[src/cia_pkg.sv]
`timescale 1ns / 1ps
// ----------------------------------------------------------------------------
// cia_pkg
// Shared types, operation codes and widths for the complex integer ALU.
// ----------------------------------------------------------------------------
package cia_pkg;

   localparam int WIDTH_DEF = 32;
   localparam int FIELD_W   = 32;
   localparam int FUNC_W    = 3;
   localparam int QUEUE_DEPTH_DEF = 4;

   // operation codes
   localparam logic [FUNC_W-1:0] OP_CADD = 3'd0;
   localparam logic [FUNC_W-1:0] OP_CSUB = 3'd1;
   localparam logic [FUNC_W-1:0] OP_CMUL = 3'd2;
   localparam logic [FUNC_W-1:0] OP_CDIV = 3'd3;
   localparam logic [FUNC_W-1:0] OP_SADD = 3'd4;
   localparam logic [FUNC_W-1:0] OP_SSUB = 3'd5;
   localparam logic [FUNC_W-1:0] OP_SMUL = 3'd6;
   localparam logic [FUNC_W-1:0] OP_SDIV = 3'd7;

   // decoded operation class from the front part
   typedef struct packed {
      logic is_add;   // plain add/sub path
      logic is_sub;   // subtract
      logic is_mul;   // multiply path
      logic is_div;   // divide path
      logic is_cplx;  // complex (vs scalar) form
   } op_class_type;

endpackage

[src/cia_front.sv]
`timescale 1ns / 1ps
// ----------------------------------------------------------------------------
// cia_front
// Accepts items, wraps operands to WIDTH bits, classifies the operation and
// buffers items in a short queue toward the back part.
// ----------------------------------------------------------------------------
module cia_front #(
   parameter int WIDTH = cia_pkg::WIDTH_DEF
) (
   input  logic                        clock,
   input  logic                        reset,
   input  logic                        in_valid,
   output logic                        in_ready,
   input  logic [cia_pkg::FUNC_W-1:0]  in_func,
   input  logic [cia_pkg::FIELD_W-1:0] in_a_re,
   input  logic [cia_pkg::FIELD_W-1:0] in_a_im,
   input  logic [cia_pkg::FIELD_W-1:0] in_b_re,
   input  logic [cia_pkg::FIELD_W-1:0] in_b_im,
   output logic                        q_valid,
   input  logic                        q_ready,
   output cia_pkg::op_class_type       q_cls,
   output logic signed [WIDTH-1:0]     q_a,
   output logic signed [WIDTH-1:0]     q_b,
   output logic signed [WIDTH-1:0]     q_c,
   output logic signed [WIDTH-1:0]     q_d
);
   localparam int DEPTH = cia_pkg::QUEUE_DEPTH_DEF;
   localparam int AW = (DEPTH > 1) ? $clog2(DEPTH) : 1;
   localparam int EW = 5 + 4 * WIDTH;

   // sign-extend or wrap a 32-bit field to WIDTH bits
   function automatic logic [WIDTH-1:0] fit(input logic [cia_pkg::FIELD_W-1:0] v);
      logic [WIDTH+cia_pkg::FIELD_W-1:0] x;
      x = {{WIDTH{v[cia_pkg::FIELD_W-1]}}, v};
      return x[WIDTH-1:0];
   endfunction

   // classification
   cia_pkg::op_class_type cls;
   always_comb begin
      cls = '0;
      case (in_func)
         cia_pkg::OP_CADD: begin cls.is_add = 1'b1; cls.is_cplx = 1'b1; end
         cia_pkg::OP_CSUB: begin cls.is_add = 1'b1; cls.is_sub = 1'b1; cls.is_cplx = 1'b1; end
         cia_pkg::OP_CMUL: begin cls.is_mul = 1'b1; cls.is_cplx = 1'b1; end
         cia_pkg::OP_CDIV: begin cls.is_div = 1'b1; cls.is_cplx = 1'b1; end
         cia_pkg::OP_SADD: cls.is_add = 1'b1;
         cia_pkg::OP_SSUB: begin cls.is_add = 1'b1; cls.is_sub = 1'b1; end
         cia_pkg::OP_SMUL: cls.is_mul = 1'b1;
         default:          cls.is_div = 1'b1;
      endcase
   end

   // queue storage
   logic [EW-1:0] mem_ff [DEPTH];
   logic [AW-1:0] wr_ptr_ff, wr_ptr_in, rd_ptr_ff, rd_ptr_in;
   logic [AW:0]   count_ff, count_in;
   logic          push, pop;

   assign in_ready = (count_ff != (AW+1)'(DEPTH));
   assign q_valid  = (count_ff != '0);
   assign push     = in_valid && in_ready;
   assign pop      = q_valid && q_ready;

   function automatic logic [AW-1:0] nxt(input logic [AW-1:0] p);
      return (p == AW'(DEPTH - 1)) ? '0 : p + 1'b1;
   endfunction

   always_comb begin
      wr_ptr_in = push ? nxt(wr_ptr_ff) : wr_ptr_ff;
      rd_ptr_in = pop ? nxt(rd_ptr_ff) : rd_ptr_ff;
      count_in  = count_ff + (AW+1)'(push) - (AW+1)'(pop);
   end

   // pointer and count registers
   always_ff @(posedge clock) begin
      if (reset) begin
         wr_ptr_ff <= '0;
         rd_ptr_ff <= '0;
         count_ff  <= '0;
      end else begin
         wr_ptr_ff <= wr_ptr_in;
         rd_ptr_ff <= rd_ptr_in;
         count_ff  <= count_in;
      end
   end

   // entry write
   always_ff @(posedge clock) begin
      if (push) begin
         mem_ff[wr_ptr_ff] <= {cls, fit(in_a_re), fit(in_a_im), fit(in_b_re), fit(in_b_im)};
      end
   end

   // head of queue
   assign {q_cls, q_a, q_b, q_c, q_d} = mem_ff[rd_ptr_ff];
endmodule

[config.mk]
export PLATFORM = sky130hd
export DESIGN_NAME = cia_front
export DESIGN_NICKNAME = d
export VERILOG_FILES = /design/src/cia_pkg.sv /design/src/cia_front.sv
export SDC_FILE = /design/constraint.sdc
export NUM_CORES = 1
export LEC_CHECK = 0
export ABC_AREA = 1
export BUFFER_PORTS_ARGS = -buffer_cell sky130_fd_sc_hd__buf_2
export CORE_MARGIN = 1.5
export CORE_UTILIZATION = 40
export DETAILED_ROUTE_END_ITERATION = 10
export HOLD_SLACK_MARGIN = 0.05
export SKIP_CTS_REPAIR_TIMING = 1
export SYNTH_ARGS = -nofsm -noshare
export SYNTH_HDL_FRONTEND = slang
export SYNTH_SLANG_ARGS = --single-unit
export TNS_END_PERCENT = 50
[constraint.sdc]
create_clock -name clock -period 9.8 [get_ports clock]
set_input_delay 0.49 -clock clock [delete_from_list [all_inputs] [get_ports clock]]
set_output_delay 0.49 -clock clock [all_outputs]
set_load 0.01 [all_outputs]
* Word level (Yosys, flattened, before mapping) *
Memories as Yosys holds them, arrays and structs flattened. A register that Yosys moved wholly into a read port is not among the register bits.
Index checks and enable logic that the tools add are counted.
Widths: inputs -> output; s select.

word-level totals
  output and inout bits = 135
  RAM bits = 532
  memories kept = 1
  bits in registers = 7
  input port bits = 135

cells by class
  multiplexer cells = 11
  reductions and logical operators = 9
  equality and inequality tests = 9
  add/sub/neg operators = 4

memories
  name    words  width  read ports  clocked after Yosys merged registers in  wr ports  line             source
  mem_ff  4      133    1           1                                        1         cia_front.sv:55  logic [EW-1:0] mem_ff [DEPTH];

operator list
  cell                 count
  $eq 3x3->1 const B   3
  $mux 2               4
  $reduce_or 4->1      2
  $mux 1               7
  $eq 3x2->1 const B   2
  $reduce_or 6->1      1
  $add 2x1->2 const B  2
  $eq 2x2->1 const B   2
  $reduce_or 2->1      2
  $add 3x1->3          1
  $eq 3x1->1 const B   1
  $logic_not 3->1      1
  $ne 3x3->1 const B   1
  $reduce_bool 3->1    1
  $sub 3x1->3          1
  $logic_and 1x1->1    2

* Longest topological paths before layout *
  word-level depth = 4
  gate-level depth with buffers = 11

* Least setup slack after synthesis *
No wires, ideal clock.

  path kind = register -> register
  from = reg count_ff[1]
  to = mem mem_ff[0][0] in the netlist's numbering, enable pin
  path buffers = 0
  required time = 9.172 ns
  stages on the path, launching flop included = 5
  setup time = 0.628 ns
  arrival = 6.316 ns
  path slack = 2.856 ns
  cell sequence = dfxtp_1 nor2_1 nand2_1 nand2_1 nor2_1

between the ends
  longest elaborated chain between the ends = 4

RTL lines
  what                          line             source
  start, declared               cia_front.sv:57  logic [AW:0] count_ff, count_in;
  start signal, assigned        cia_front.sv:84  count_ff <= count_in;
  $ne 3x3->1                    cia_front.sv:60  assign in_ready = (count_ff != (AW+1)'(DEPTH));
  net in_ready                  cia_front.sv:13  output logic in_ready,
  $logic_and 1x1->1             cia_front.sv:62  assign push = in_valid && in_ready;
  $mux 1                        cia_front.sv:90  if (push) begin
  $mux 1 (not written as such)  cia_front.sv:91  mem_ff[wr_ptr_ff] <= {cls, fit(in_a_re), fit(in_a_im), fit(in_b_re), fit(in_b_im)};
  end, declared                 cia_front.sv:55

The timed path passes the listed nets, and every way through them passes these cells.

==> flow_metrics.env <==
export IMPL_synthesis_nets=1497
export IMPL_nets=1751
export IMPL_crit_slowest_cell="buf_4"
export IMPL_ios=270
export IMPL_ys_seq_area_frac=0.799
export IMPL_synth_cells=1354
export IMPL_cp_end_kind="output port"
export IMPL_seq_area_um2=16200
export IMPL_multiInputGateArea_um2=3460
export IMPL_cts_sinks=541
export IMPL_required_ps=9310
export IMPL_start_util=0.404
export IMPL_relSlewSlack=0.225
export IMPL_drc=0
export IMPL_crit_top_cell="buf_4"
export IMPL_power_leakage_nw=8.24
export IMPL_power_density_nw_per_um2=285
export IMPL_status="finished, final reports clean"
export IMPL_yosysUniqueCellTypes=23
export IMPL_worstMarginPinSlew_ps=1160
export IMPL_cts_buffer_depth=3
export IMPL_cts_root_buf="clkbuf_16"
export IMPL_crit_chain="buf_4 -> buf_4 -> o21ai_0 -> o22ai_1 -> buf_2"
export IMPL_first_iter_violations=807
export IMPL_post_dp_hpwl_um=24700
export IMPL_critPathBufInv=3
export IMPL_synthTopCellsByArea="edfxtp_1, nor2_1, o22ai_1"
export IMPL_num_rows=82
export IMPL_path_delay_family="buffers and inverters"
export IMPL_portBuffers=269
export IMPL_antenna_found_initial=10
export IMPL_die_y_um=228
export IMPL_arrival_ps=3350
export IMPL_grt_ovfl_total=0
export IMPL_cts_tree="yes"
export IMPL_final_max_slew_violation_count=0
export IMPL_num_vias=11988
export IMPL_synth_top_area_share=0.790
export IMPL_grt_pass1_wl_um=69300
export IMPL_insertion_delay_ps=580
export IMPL_htree_num_levels=2
export IMPL_cp_max_fo=104
export IMPL_place_gp_congestion=0.738
export IMPL_cts_made_buffers=54
export IMPL_start_kind="flop"
export IMPL_syn_area_per_cell_um2=14.9
export IMPL_rsz0062_at_grt="false"
export IMPL_core_area_um2=50100
export IMPL_whs_ps=106
export IMPL_via_per_inst=5.15
export IMPL_finalHoldViolCount=0
export IMPL_clock_fmax_mhz=260
export IMPL_synth_top_cell_by_area="edfxtp_1"
export IMPL_dieArea_um2=51900
export IMPL_wl_per_cell_um=19.4
export IMPL_ant_nets=0
export IMPL_peakVddDrop_uv=156
export IMPL_wl_um=45200
export IMPL_first_global_vias=11945
export IMPL_die_w_um=228
export IMPL_yosysWarnings=0
export IMPL_synth_seq_cells=541
export IMPL_worst_path_largest_cell_delay_ps=930
export IMPL_syn_area_um2=20200
export IMPL_grt_max_degree=164
export IMPL_grt_usage=0.171
export IMPL_fin_crit_ps=3840
export IMPL_drt_pass1_iter_count=5
export IMPL_drive_gt1_frac=0.225
export IMPL_fin_crit_sh=0.392
export IMPL_fillerInstances=4414
export IMPL_clk_pin_slew_ps=60
export IMPL_syn_to_final_growth_pct=17.8
export IMPL_ff2ff_setup_slack_ps=6650
export IMPL_critical_path_class="reg2out"
export IMPL_tns_ps=0
export IMPL_setup_viol=0
export IMPL_cap_violations=0
export IMPL_hp_class="in2reg"
export IMPL_finClkSkew_ps=8.23
[where the power goes]
| part | internal [mW] | switching [mW] |
|---|---|---|
| registers | 2.84 | 0.0904 |
| clock network | 1.24 | 0.832 |
| logic | 0.574 | 1.22 |
[final cells by class]
type / instances / share of cell area
timing repair buffer: 284 / 0.0612
tap: 672 / 0.0353
antenna: 5 / 0.000525
clock buffer: 66 / 0.0613
clock inverter: 35 / 0.0148
inverter: 17 / 0.00310
sequential: 541 / 0.679
multi-input combinational: 710 / 0.145
[cells in the final DEF (no fill, tap or decap), drive strengths merged]
master	instances
clkbuf	66
dfxtp	9
edfxtp	532
a21oi	1
nand3	1
nand2	11
bufinv	7
xor2	1
diode	5
clkinvlp	4
or2	1
nand3b	2
o22ai	133
ha	7
a21boi	1
nor2	285
o21ai	266
clkinv	24
buf	284
inv	17
fa	1
[synthesized netlist by cell type]
master      n
nor2_1    285
buf_4       2
o21ai_1   117
inv_4       1
inv_1      15
xor2_1      1
buf_2      24
ha_1        7
buf_6      27
inv_2       1
or2_2       1
edfxtp_1  532
a21oi_1     1
o21ai_0   149
nand3b_1    2
nand2_1    11
nand3_1     1
o22ai_1   133
clkbuf_2    7
dfxtp_1     9
clkbuf_1   26
fa_1        1
a21boi_0    1
[through the flow]
stage          setup WS, ps  utilization  std cells  instance area (µm²)  total power [mW]
2_1_floorplan          2860            -       1354                20200              4.14
3_3_place_gp           6550        0.439       2224                22000              4.77
3_5_place_dp           6510        0.439       2224                22000              4.80
4_1_cts                5860        0.476       2325                23800              6.88
5_1_grt                5650        0.476       2326                23800              7.14
6_report               5960        0.476       2330                23800              6.79
[layer usage]
| layer | routed length (µm) | GRT usage | vias to the layer above |
|---|---|---|---|
| li1 | - | - | 5642 |
| met1 | 19500 | 0.222 | 5967 |
| met2 | 21400 | 0.282 | 294 |
| met3 | 3340 | 0.0530 | 71 |
| met4 | 791 | 0.0410 | 14 |
| met5 | 84 | 0 | - |
[final timing paths]
check,depth (start not counted),startpoint,endpoint
max,5,flop,q_b[25]
min,2,reset,count_ff[1]$_SDFF_PP0_
min reg2reg,2,rd_ptr_ff[0]$_SDFFE_PP0N_,flop
max reg2reg,5,count_ff[1]$_SDFF_PP0_,mem_ff[3][20]$_DFFE_PP_
[sequential cells by signal, summed over array words and instances (netlist names), named ones only]
signal and cells:
mem_ff 532, wr_ptr_ff 2, rd_ptr_ff 2, count_ff 3
[logic make-up after synthesis]
logic type	count (synthesis)	synth area share
compound gates	401	0.108
xor+xnor	1	0.000433
fa+ha+maj	8	0.00532
buf+inv	103	0.0316
flops	541	0.799
simple gates	300	0.0562
(Power assumes the default switching activity.)
